File: config.mk
export PLATFORM = sky130hd
export DESIGN_NAME = fcd_out_fifo
export DESIGN_NICKNAME = d
export VERILOG_FILES = /design/src/sv/fcd_pkg.sv /design/src/sv/fcd_out_fifo.sv
export SDC_FILE = /design/constraint.sdc
export NUM_CORES = 1
export LEC_CHECK = 0
export ABC_AREA = 1
export BUFFER_PORTS_ARGS = -buffer_cell sky130_fd_sc_hd__buf_2
export CORE_MARGIN = 4
export CORE_UTILIZATION = 57
export CTS_CLUSTER_DIAMETER = 30
export DETAILED_ROUTE_END_ITERATION = 8
export PLACE_DENSITY = 0.77
export SLEW_MARGIN = 10
export SYNTH_ARGS = -nofsm -noshare
export SYNTH_HDL_FRONTEND = slang
export SYNTH_SLANG_ARGS = --single-unit
export TNS_END_PERCENT = 5
File: constraint.sdc
create_clock -name clk -period 5.7 [get_ports clk]
set_clock_uncertainty 0.2 [all_clocks]
set_input_delay 0.285 -clock clk [delete_from_list [all_inputs] [get_ports clk]]
set_output_delay 0.285 -clock clk [all_outputs]
set_load 0.1 [all_outputs]
File: src/sv/fcd_pkg.sv
package fcd_pkg;

  localparam int CFG_W  = 11;
  localparam int DATA_W = 8;
  localparam int X_W    = 10;
  localparam int Y_W    = 10;
  localparam int IDX_W  = 16;

  localparam logic [CFG_W-1:0] CFG_RESET = 11'd1024;

  localparam logic signed [DATA_W-1:0] OCC_UNKNOWN = -8'sd1;
  localparam logic signed [DATA_W-1:0] OCC_FREE    = 8'sd0;

  // bit positions inside a line cell
  localparam int CELL_UNK  = 0;
  localparam int CELL_CAND = 1;

  localparam int FIFO_DEPTH = 4;
  localparam int FIFO_AW    = 2;

  typedef enum logic [1:0] {
    SIDE_ABOVE = 2'd0,
    SIDE_RIGHT = 2'd1,
    SIDE_BELOW = 2'd2,
    SIDE_LEFT  = 2'd3
  } side_t;

  typedef enum logic {
    REG_GRID_COLUMNS = 1'b0,
    REG_GRID_ROWS    = 1'b1
  } reg_idx_t;

  // one line store entry: unknown flag of the row above, pending-row cell
  typedef struct packed {
    logic       above_unk;
    logic [1:0] pend;
  } line_entry_t;

  typedef struct packed {
    logic [X_W-1:0]   x;
    logic [Y_W-1:0]   y;
    side_t            side;
    logic [IDX_W-1:0] idx;
    logic             frame_end;
  } result_t;

  typedef struct packed {
    logic [1:0] cnt;   // 0, 1 or 2 results this cycle
    result_t    a;     // first result
    result_t    b;     // second result (only when cnt is 2)
  } push_t;

endpackage

File: src/sv/fcd_out_fifo.sv
module fcd_out_fifo
  import fcd_pkg::*;
(
  input  logic    clk,
  input  logic    rst_n,
  input  push_t   push,
  output logic    room2,
  output logic    out_valid,
  input  logic    out_stall,
  output result_t out_data
);

  result_t              ent [FIFO_DEPTH];
  logic [FIFO_AW-1:0]   wr_ptr_r;
  logic [FIFO_AW-1:0]   rd_ptr_r;
  logic [FIFO_AW:0]     count_r;
  logic [FIFO_AW:0]     count_nxt;
  logic                 pop;

  assign out_valid = (count_r != '0);
  assign out_data  = ent[rd_ptr_r];
  assign room2     = (count_r <= (FIFO_AW+1)'(FIFO_DEPTH - 2));
  assign pop       = out_valid && !out_stall;

  always_comb begin
    count_nxt = count_r + (FIFO_AW+1)'(push.cnt) - (FIFO_AW+1)'(pop);
  end

  always_ff @(posedge clk) begin
    if (push.cnt != 2'd0) begin
      ent[wr_ptr_r] <= push.a;
    end
    if (push.cnt == 2'd2) begin
      ent[wr_ptr_r + FIFO_AW'(1)] <= push.b;
    end
  end

  always_ff @(posedge clk) begin
    if (!rst_n) begin
      wr_ptr_r <= '0;
      rd_ptr_r <= '0;
      count_r  <= '0;
    end else begin
      wr_ptr_r <= wr_ptr_r + FIFO_AW'(push.cnt);
      rd_ptr_r <= rd_ptr_r + FIFO_AW'(pop);
      count_r  <= count_nxt;
    end
  end

endmodule

Word-level counts from Yosys, hierarchy flattened --
Memory sizes are Yosys's and may differ from the RTL's. A register that Yosys moved wholly into a read port is not among the register bits. Index checks and enable logic that the tools add are counted.
Word-level totals: bits in registers 7, bits in latches 0, RAM bits 156, bits in read-only memories 0, input bits 83, output and inout bits 41, word-level logic and storage cells 20, memories 1
Cells by class: add/sub/neg operators 5, multiply operators 0, div/mod/pow operators 0, order comparisons 1, eq/ne operators 1, shift-type cells 0, multiplexer cells 5, bitwise logic cells 0, reduce and logical (&&, ||, !) cells 4
Memory list:
- ent | depth 4, bits a word 39, rd ports 1, clocked after Yosys merged registers in 1, write ports 2, RTL line fcd_out_fifo.sv:13 | result_t ent [FIFO_DEPTH];
Operators by type and width (number):
- 1-bit two-way mux | 4
- 3-bit by 2-bit adder with 3-bit output | 1
- 3-bit by 2-bit <= comparator with 1-bit output, second input constant | 1
- 3-bit nonzero test | 1
- 3-bit by 1-bit subtractor with 3-bit output | 1
- 2-bit by 1-bit adder with 2-bit output | 1
- 2-bit by 1-bit adder with 2-bit output, second input constant | 1
- 2-bit adder | 1
- 2-bit equality test, second input constant | 1
- 2-bit two-way mux | 1
- 2-bit nonzero test | 1
- 1-bit logical AND | 1
- 1-bit logical NOT | 1

Depth between registers and ports, before layout --
Gate-level depths: netlist (run 1).
depth after elaboration 4, gate-level depth with buffers 10, mapped depth without buffers 10

Worst setup path after synthesis (run 1) --
Ideal clock, no wire load.
path kind register to register, start reg wr_ptr_r[0], end mem ent[1][0] in the netlist's numbering (enable), setup time 0.494 ns, arrival 3.527 ns, data required time 5.006 ns, path slack 1.479 ns, stages on the path, launching flop included 3, buffers on the path 0, clock period less this slack 4.221 ns, cells stage by stage dfxtp_1 > inv_1 > o31ai_1
RTL lines:
- start: declaration | RTL line fcd_out_fifo.sv:14 | logic [FIFO_AW-1:0] wr_ptr_r;
- start signal: assignment | RTL line fcd_out_fifo.sv:44 | wr_ptr_r <= wr_ptr_r + FIFO_AW'(push.cnt);
- end: declaration | RTL line fcd_out_fifo.sv:13

==> flow_metrics.env, run 1 <==
export IMPL_status="complete, no violations"
export IMPL_insertion_delay_ns=0.42
export IMPL_cts_sinks=163
export IMPL_r2r_start="wr_ptr_r[1]"
export IMPL_place_area_mm2=0.008563
export IMPL_cts_path_max_buffers=2
export IMPL_cpPeakStageDelay_ns=0.67
export IMPL_endpoint="out_data[10]"
export IMPL_cp_max_fo=41
export IMPL_slowest_stage="inv_1"
export IMPL_finalCritPeriodShare_pct=60.53
export IMPL_layout_nets=1038
export IMPL_crit_chain="inv_1 > buf_4 > o21ai_0 > o22ai_1 > buf_2"
export IMPL_grt_max_degree=82
export IMPL_first_iter_violations=640
export IMPL_dp_cells=1072
export IMPL_mostFrequentLayoutCells="196 x o21ai_0, 166 x nand2_1, 156 x edfxtp_1"
export IMPL_coreArea_mm2=0.01340
export IMPL_cts_tree="built"
export IMPL_cts_buffers=17
export IMPL_synthesis_area_mm2=0.007904
export IMPL_r2r_slack_ns=2.73
export IMPL_crit_required_ns=5.22
export IMPL_powerDensity_mw_per_mm2=453.2
export IMPL_max_freq_mhz=289.8
export IMPL_tightest_slew_ns=1.064
export IMPL_die_x_um=125.8
export IMPL_die_area_mm2=0.01581
export IMPL_drt_pass1_iterations=6
export IMPL_p_leak_nw=4.002
export IMPL_layout_cells_most_common="o21ai_0"
export IMPL_synth_top_family_by_area="compound AO/OA/AOI/OAI gates"
export IMPL_end_kind="primary output"
export IMPL_synth_area_mux_share_pct=0
export IMPL_finalCriticalPeriod_ns=3.450
export IMPL_wirelength_um=19210
export IMPL_syn_nets=908
export IMPL_fin_area_mm2=0.009559
export IMPL_slew_violations=0
export IMPL_synth_distinct_cells=26
export IMPL_startpoint="rd_ptr_r[1]"
export IMPL_clkTransAtPathRegs_ns=0.06
export IMPL_drive_above_1_share_pct=18.26
export IMPL_place_ws_ns=2.704
export IMPL_ir_worst_vdd_mv=0.2733
export IMPL_fin_ws_ns=2.250
export IMPL_die_y_um=125.8
export IMPL_max_cap_viol_count=0
export IMPL_cp_num_buf_inv=3
export IMPL_antenna_found_initial=0
export IMPL_arrival_ns=2.97
export IMPL_synth_adder_area_share_pct=0.7282
export IMPL_grt_pass1_vias=6159
export IMPL_rows=42
export IMPL_viasPerCell=5.626
export IMPL_rsz0062_at_grt="false"
export IMPL_hold_depth=3
export IMPL_drc=0
export IMPL_syn_to_final_growth_pct=20.94
export IMPL_reg2reg_depth=4
export IMPL_finalHoldViolCount=0
export IMPL_portBuffers=123
export IMPL_wl_per_cell_um=16.85
export IMPL_synth_avg_cell_area_um2=9.627
export IMPL_crit_path_start_kind="register"
export IMPL_critPathKind="register to primary output"
export IMPL_yosys_area_share_simple_pct=12.98
export IMPL_final_cell_count_no_fill=1140
export IMPL_path_depth=5
export IMPL_cts_repair_resized=0
export IMPL_synth_compound_area_share_pct=18.54
export IMPL_synth_xor_xnor_area_share_pct=0.3324
export IMPL_io_pins=124
export IMPL_drtAntennaViolNets=0
export IMPL_finalPower_mw=4.332
export IMPL_diodes=0
export IMPL_setup_viol=0
export IMPL_reg2reg_to="ent[1][2]"
export IMPL_gp_congestion=0.7552
export IMPL_dpl_hpwl_um=10870
export IMPL_synthesis_instances=821
export IMPL_vias=6414
export IMPL_grt_ovfl_total=0
export IMPL_fin_tns_setup_ns=0
export IMPL_path_delay_family="buffers and inverters"
export IMPL_cts_root_buf="clkbuf_16"
export IMPL_grt_usage_pct=24.54
export IMPL_holdCritPathClass="input pin to register"
export IMPL_synth_seq_area_share_pct=61.04
export IMPL_cts_max_level=4
export IMPL_grt_pass1_wl_um=30840
export IMPL_synth_seq_cells=163
export IMPL_slew_headroom_pct=29.05
export IMPL_initial_core_util_pct=58.98
export IMPL_yosysWarnings=0
[tightest hold or removal path, stage by stage]
cell	delay (ns)
buf_2	0.12
nand2_1	0.06
o21ai_0	0.06
[power by group]
part | internal [mW] | leakage, nW | switching [mW]
combinational | 0.276 | 2.17 | 1.34
clock | 0.758 | 0.304 | 0.449
sequential | 1.46 | 1.52 | 0.0493
total | 2.49 | 4.00 | 1.84
[flip-flops by register name, summed over array words and instances, names as in the netlist]
| name | flops |
|---|---|
| count_r | 3 |
| wr_ptr_r | 2 |
| rd_ptr_r | 2 |
| ent | 156 |
[Yosys cell counts]
| library cell | number | area share, % |
|---|---|---|
| a21oi_1 | 3 | 0.19 |
| buf_1 | 1 | 0.047 |
| buf_2 | 12 | 0.76 |
| buf_4 | 2 | 0.19 |
| buf_6 | 8 | 1.1 |
| clkbuf_1 | 30 | 1.4 |
| clkbuf_2 | 4 | 0.25 |
| dfxtp_1 | 7 | 1.8 |
| edfxtp_1 | 156 | 59 |
| fa_1 | 1 | 0.25 |
| ha_1 | 3 | 0.47 |
| inv_1 | 53 | 2.5 |
| inv_2 | 1 | 0.047 |
| nand2_1 | 166 | 7.9 |
| nand3_1 | 2 | 0.13 |
| nand3_2 | 3 | 0.38 |
| nand3_4 | 1 | 0.22 |
| nand4_1 | 1 | 0.079 |
| nor2_1 | 85 | 4.0 |
| nor2_8 | 1 | 0.25 |
| o21ai_0 | 196 | 12 |
| o21ai_1 | 39 | 2.5 |
| o22ai_1 | 39 | 3.1 |
| o31ai_1 | 4 | 0.38 |
| xnor2_1 | 2 | 0.22 |
| xor2_1 | 1 | 0.11 |
[kinds of logic (layout without fill, tap and decap cells)]
kind of cell,after synthesis,in the layout
buf+inv,111,254
fa+ha+maj,4,4
compound gates,281,281
simple gates,259,259
xor+xnor,3,3
flops,163,163
[final cells by class]
cell class / count / area (µm²)
clock inverter: 8 / 122.6
sequential: 163 / 4827
clock buffer: 24 / 511.7
inverter: 54 / 203.9
multi-input combinational: 547 / 2630
fill: 1021 / 3841
tap: 176 / 220.2
timing repair buffer: 168 / 1044
[metal layers]
metal  vias up  wire length, µm  global-route usage (%)
li1       3134                -                       -
met2       270             9563                   40.59
met5         -                0                       0
met3        29             1331                   4.826
met4         0              377                   9.527
met1      2981             7934                   32.31
[worst min-delay path by stage]
stage / startpoint / endpoint / slack, ns
floorplan: rst_n / count_r[0] / 0.18
CTS: push[74] / ent[2][35] / 0.004
finish: push[71] / ent[3][32] / 0.02
detailed placement: rst_n / count_r[0] / 0.36
global placement: rst_n / count_r[0] / 0.36
global route: push[74] / ent[0][35] / 0.004
[through the flow]
stage | hold WS [ns] | utilization [%]
global route | 0.004131 | 71.34
finish | 0.01764 | 71.34
CTS | 0.003578 | 71.33
detailed placement | 0.3603 | 63.90
floorplan | 0.1785 | -
global placement | 0.3586 | 63.90
[repair_timing]
action / in CTS / in global routing
endpoints found under the setup margin: 0 / 0
setup buffers: 0 / 0
hold buffers: 36 / 0
endpoints found under the hold margin: 111 / 0
(Power assumes the default switching activity.)
==> inputs of run 2 (changes only) <==
--- a/config.mk
+++ b/config.mk
@@ -8,10 +8,10 @@
 export ABC_AREA = 1
 export BUFFER_PORTS_ARGS = -buffer_cell sky130_fd_sc_hd__buf_2
 export CORE_MARGIN = 4
-export CORE_UTILIZATION = 57
+export CORE_UTILIZATION = 51
 export CTS_CLUSTER_DIAMETER = 30
 export DETAILED_ROUTE_END_ITERATION = 8
-export PLACE_DENSITY = 0.77
+export PLACE_DENSITY = 0.73
 export SLEW_MARGIN = 10
 export SYNTH_ARGS = -nofsm -noshare
 export SYNTH_HDL_FRONTEND = slang
==> constraint.sdc (replaced) <==
create_clock -name clk -period 2.8 [get_ports clk]
set_clock_uncertainty 0.2 [all_clocks]
set_input_delay 0.14 -clock clk [delete_from_list [all_inputs] [get_ports clk]]
set_output_delay 0.14 -clock clk [all_outputs]
set_load 0.1 [all_outputs]
==> run 2 against run 1 <==
Net effect:
- final area rose by 16%
- sequential cell count stayed put
- via count is 9.2% higher
- sequential share of layout area down 7.1 points
- utilization up 1.8 points
- routed wire length up 11%
- register-to-register slack lost 2.6 ns
- worst setup slack worse by 2.1 ns
- sequential power grew 100%
- clock-buffer cell count is 2 lower
- die area is 11% higher
- critical endpoint is now ent[1][21]
- largest cell class unchanged
==> flow_metrics.env, run 2 (synthesis gave the netlist of run 1 again) <==
export IMPL_startpoint="wr_ptr_r[0]"
export IMPL_wl_per_cell_um=17.03
export IMPL_place_area_mm2=0.009314
export IMPL_dpl_hpwl_um=12000
export IMPL_whs_ns=0.3391
export IMPL_diodes=0
export IMPL_cts_tree="built"
export IMPL_die_x_um=132.5
export IMPL_met1_usage_pct=30.45
export IMPL_finalCritPeriodShare_pct=94.37
export IMPL_cts_root_buf="clkbuf_16"
export IMPL_drtAntennaViolNets=0
export IMPL_slew_violations=0
export IMPL_slowest_stage="dlygate4sd3_1"
export IMPL_mostFrequentLayoutCells="196 x o21ai_0, 166 x nand2_1, 156 x edfxtp_1"
export IMPL_end_kind="register"
export IMPL_fin_tns_setup_ns=0
export IMPL_gr_max_usage_layer="met2"
export IMPL_die_area_mm2=0.01755
export IMPL_rsz0062_at_grt="false"
export IMPL_p_leak_nw=4.627
export IMPL_layout_nets=1133
export IMPL_tightest_slew_ns=1.059
export IMPL_coreArea_mm2=0.01520
export IMPL_grt_usage_pct=24.81
export IMPL_regMostFlops="ent"
export IMPL_first_iter_violations=732
export IMPL_fin_area_mm2=0.01112
export IMPL_max_freq_mhz=378.5
export IMPL_hold_start="rst_n"
export IMPL_slew_headroom_pct=29.38
export IMPL_fin_ws_ns=0.1578
export IMPL_syn_to_final_growth_pct=40.67
export IMPL_cp_max_fo=36
export IMPL_finalCriticalPeriod_ns=2.642
export IMPL_rows=45
export IMPL_drive_above_1_share_pct=17.19
export IMPL_utilization_pct=73.14
export IMPL_holdCritPathClass="input pin to register"
export IMPL_cts_max_level=4
export IMPL_crit_path_start_kind="register"
export IMPL_crit_required_ns=2.77
export IMPL_powerDensity_mw_per_mm2=873.6
export IMPL_finalPower_mw=9.713
export IMPL_n_fill_cell=1034
export IMPL_place_ws_ns=0.4082
export IMPL_post_cts_setup_buffers=0
export IMPL_r2r_start="wr_ptr_r[0]"
export IMPL_cts_path_max_buffers=2
export IMPL_viasPerCell=5.615
export IMPL_antenna_found_initial=0
export IMPL_arrival_ns=2.61
export IMPL_ir_worst_vdd_mv=0.6945
export IMPL_status="complete, no violations"
export IMPL_vias=7002
export IMPL_insertion_delay_ns=0.42
export IMPL_gp_congestion=0.7478
export IMPL_clkTransAtPathRegs_ns=0.06
export IMPL_grt_pass1_vias=7099
export IMPL_drc=0
export IMPL_wirelength_um=21240
export IMPL_initial_core_util_pct=51.99
export IMPL_largestRegisters="ent (156), count_r (3)"
export IMPL_cpPeakStageDelay_ns=0.57
export IMPL_dp_cells=1094
export IMPL_die_y_um=132.5
export IMPL_crit_chain="inv_1 > nand3_4 > buf_4 > o21ai_0 > dlygate4sd3_1"
export IMPL_grtUsageMet2_pct=44.47
export IMPL_grt_max_degree=82
export IMPL_cts_buffers=17
export IMPL_drt_pass1_iterations=5
export IMPL_cts_sinks=163
export IMPL_io_pins=124
export IMPL_critPathKind="register to register"
export IMPL_layout_cells_most_common="o21ai_0"
export IMPL_finalHoldViolCount=0
export IMPL_largest_register_ffs=156
export IMPL_grt_pass1_wl_um=34730
export IMPL_grt_ovfl_total=0
export IMPL_final_cell_count_no_fill=1247
export IMPL_setup_viol=0
export IMPL_met3_usage_pct=3.878
export IMPL_max_cap_viol_count=0
export IMPL_portBuffers=123
run 2: cell count changes in the layout (fill, tap and decap cells not counted), sizes merged:
cell         previous run  this run
dlygate4sd3            36       121
buf                   132       142
clkbuf                 24        22
inv                    53        55
clkinv                  3         4
clkinvlp                3         2
run 2: cell type report:
type | count | area, µm² | share of cell area (%)
well taps | 188 | 235.2 | 2.116
clock inverters | 10 | 133.9 | 1.204
inverters | 54 | 202.7 | 1.823
multi-input cells | 547 | 2638 | 23.72
repair buffers | 263 | 2638 | 23.72
flip-flops and latches | 163 | 4827 | 43.42
clock buffers | 22 | 444.2 | 3.995
run 2: repair_timing:
action	in CTS	in global routing
hold buffers	121	0
resized for setup	0	3
hold endpoints to repair	163	0
setup endpoints to repair	0	16
run 2: path summary, 6_finish.rpt:
| kind | endpoint | slack [ns] | cells after the start |
|---|---|---|---|
| worst max-delay path | ent[1][21] | 0.16 | 5 |
| worst min-delay path | wr_ptr_r[0] | 0.34 | 4 |
| worst max register to register | ent[1][21] | 0.16 | 5 |
| worst min register to register | count_r[2] | 0.47 | 3 |
run 2: worst max-delay path, delay by kind of cell (launching register included):
family / cells / cell delay (ns)
buf+inv: 3 / 1.22
compound gates: 1 / 0.13
simple gates: 1 / 0.29
flops: 1 / 0.55
run 2: power breakdown:
| part | internal [mW] | switching [mW] | total, mW |
|---|---|---|---|
| Combinational | 1.41 | 2.95 | 4.36 |
| Sequential | 2.97 | 0.0756 | 3.05 |
| Clock | 1.40 | 0.909 | 2.31 |
run 2: metal layers:
layer  wire [µm]  share of wire, %
met1        8092                38
met5           0                 0
met4         413               1.9
met3        1543               7.3
met2       11190                53
==> inputs of run 3 (changes only) <==
--- a/config.mk
+++ b/config.mk
@@ -11,6 +11,7 @@
 export CORE_UTILIZATION = 51
 export CTS_CLUSTER_DIAMETER = 30
 export DETAILED_ROUTE_END_ITERATION = 8
+export MAX_ROUTING_LAYER = met4
 export PLACE_DENSITY = 0.73
 export SLEW_MARGIN = 10
 export SYNTH_ARGS = -nofsm -noshare
==> run 3 against run 2 <==
Net effect:
- combinational power barely moved
- sequential cell count is the same
- final area did not move
- worst setup slack got worse by 0.0072 ns
- utilization did not move
- largest cell class unchanged
==> flow_metrics.env, run 3 (synthesis gave the netlist of run 1 again) <==
export IMPL_crit_required_ns=2.77
export IMPL_vias=6983
export IMPL_slew_violations=0
export IMPL_crit_path_start_kind="register"
export IMPL_status="complete, no violations"
export IMPL_drtAntennaViolNets=0
export IMPL_place_ws_ns=0.4082
export IMPL_die_area_mm2=0.01755
export IMPL_slowest_stage="dlygate4sd3_1"
export IMPL_slew_headroom_pct=29.62
export IMPL_antenna_found_initial=0
export IMPL_grt_ovfl_total=0
export IMPL_largestRegisters="ent (156), count_r (3)"
export IMPL_tightest_slew_ns=1.056
export IMPL_cts_sinks=163
export IMPL_powerDensity_mw_per_mm2=873.8
export IMPL_end_kind="register"
export IMPL_crit_chain="inv_1 > nand3_4 > buf_4 > o21ai_0 > dlygate4sd3_1"
export IMPL_max_freq_mhz=377.4
export IMPL_initial_core_util_pct=51.99
export IMPL_finalCritPeriodShare_pct=94.62
export IMPL_regMostFlops="ent"
export IMPL_ir_worst_vdd_mv=0.6940
export IMPL_cts_path_max_buffers=2
export IMPL_mostFrequentLayoutCells="196 x o21ai_0, 166 x nand2_1, 156 x edfxtp_1"
export IMPL_layout_nets=1133
export IMPL_rsz0062_at_grt="false"
export IMPL_io_pins=124
export IMPL_top_layer="met4"
export IMPL_wl_met2_um=11280
export IMPL_arrival_ns=2.62
export IMPL_die_y_um=132.5
export IMPL_syn_to_final_growth_pct=40.67
export IMPL_coreArea_mm2=0.01520
export IMPL_grt_pass1_vias=7106
export IMPL_wirelength_um=21330
export IMPL_finalHoldViolCount=0
export IMPL_drc=0
export IMPL_place_area_mm2=0.009314
export IMPL_cts_tree="built"
export IMPL_grt_usage_pct=25.55
export IMPL_drive_above_1_share_pct=17.19
export IMPL_fin_area_mm2=0.01112
export IMPL_first_iter_violations=740
export IMPL_fin_ws_ns=0.1506
export IMPL_cpPeakStageDelay_ns=0.57
export IMPL_drt_pass1_iterations=6
export IMPL_cp_num_buf_inv=3
export IMPL_largest_register_ffs=156
export IMPL_finalCriticalPeriod_ns=2.649
export IMPL_layout_cells_most_common="o21ai_0"
export IMPL_grt_pass1_wl_um=34720
export IMPL_p_leak_nw=4.627
export IMPL_wl_met3_um=1633
export IMPL_dpl_hpwl_um=12000
export IMPL_cts_root_buf="clkbuf_16"
export IMPL_critPathKind="register to register"
export IMPL_rows=45
export IMPL_cts_max_level=4
export IMPL_cts_buffers=17
export IMPL_path_delay_family="buffers and inverters"
export IMPL_grt_max_degree=82
export IMPL_diodes=0
export IMPL_cp_max_fo=36
export IMPL_drt_met1_wl_um=8032
export IMPL_holdCritPathClass="input pin to register"
export IMPL_max_cap_viol_count=0
export IMPL_portBuffers=123
export IMPL_wl_per_cell_um=17.10
export IMPL_insertion_delay_ns=0.42
export IMPL_die_x_um=132.5
export IMPL_setup_viol=0
export IMPL_clkTransAtPathRegs_ns=0.06
export IMPL_viasPerCell=5.600
export IMPL_gp_congestion=0.7573
export IMPL_post_cts_setup_buffers=0
[run 3: path summary, 6_finish.rpt]
check | startpoint | to | slack, ns | cells past startpoint
max | wr_ptr_r[0] | ent[1][21] | 0.15 | 5
min | rst_n | wr_ptr_r[0] | 0.33 | 4
max reg2reg | wr_ptr_r[0] | ent[1][21] | 0.15 | 5
min reg2reg | count_r[2] | count_r[2] | 0.48 | 3
[run 3: layout make-up]
class                           count  area, µm²
Clock buffer                       22      444.2
Clock inverter                     10      133.9
Fill cell                        1034       4084
Inverter                           54      202.7
Multi-Input combinational cell    547       2638
Sequential cell                   163       4827
Tap cell                          188      235.2
Timing Repair Buffer              263       2638
[run 3: tightest hold or removal path: stages]
cell,delay [ns]
dlygate4sd3_1,0.52
buf_2,0.16
nand2_1,0.06
inv_1,0.04
[run 3: through the flow]
step	power (mW)	utilization, %	cells	hold WS (ns)	setup TNS [ns]
2_1_floorplan	5.755	-	821	0.03345	-31.60
3_3_place_gp	7.226	61.27	1094	0.2082	0
5_1_grt	10.04	73.14	1247	0.3524	0
3_5_place_dp	7.269	61.27	1094	0.2163	0
6_report	9.715	73.14	1247	0.3320	0
4_1_cts	9.714	73.04	1247	0.3133	0
[run 3: power by group]
part           internal [mW]  leakage (nW)  switching [mW]
combinational           1.41          2.82            2.95
sequential              2.97          1.52          0.0759
clock                   1.40         0.278           0.911
[run 3: what timing repair did]
item,CTS,global route
hold buffers,121,0
endpoints found under the setup margin,0,16
resized for setup,0,3
hold endpoints to repair,163,0
[run 3: per-layer routing]
metal / track usage, % / vias up
li1: - / 3320
met1: 30.38 / 3293
met2: 44.61 / 337
met3: 3.916 / 33
met4: 8.603 / 0
met5: - / -
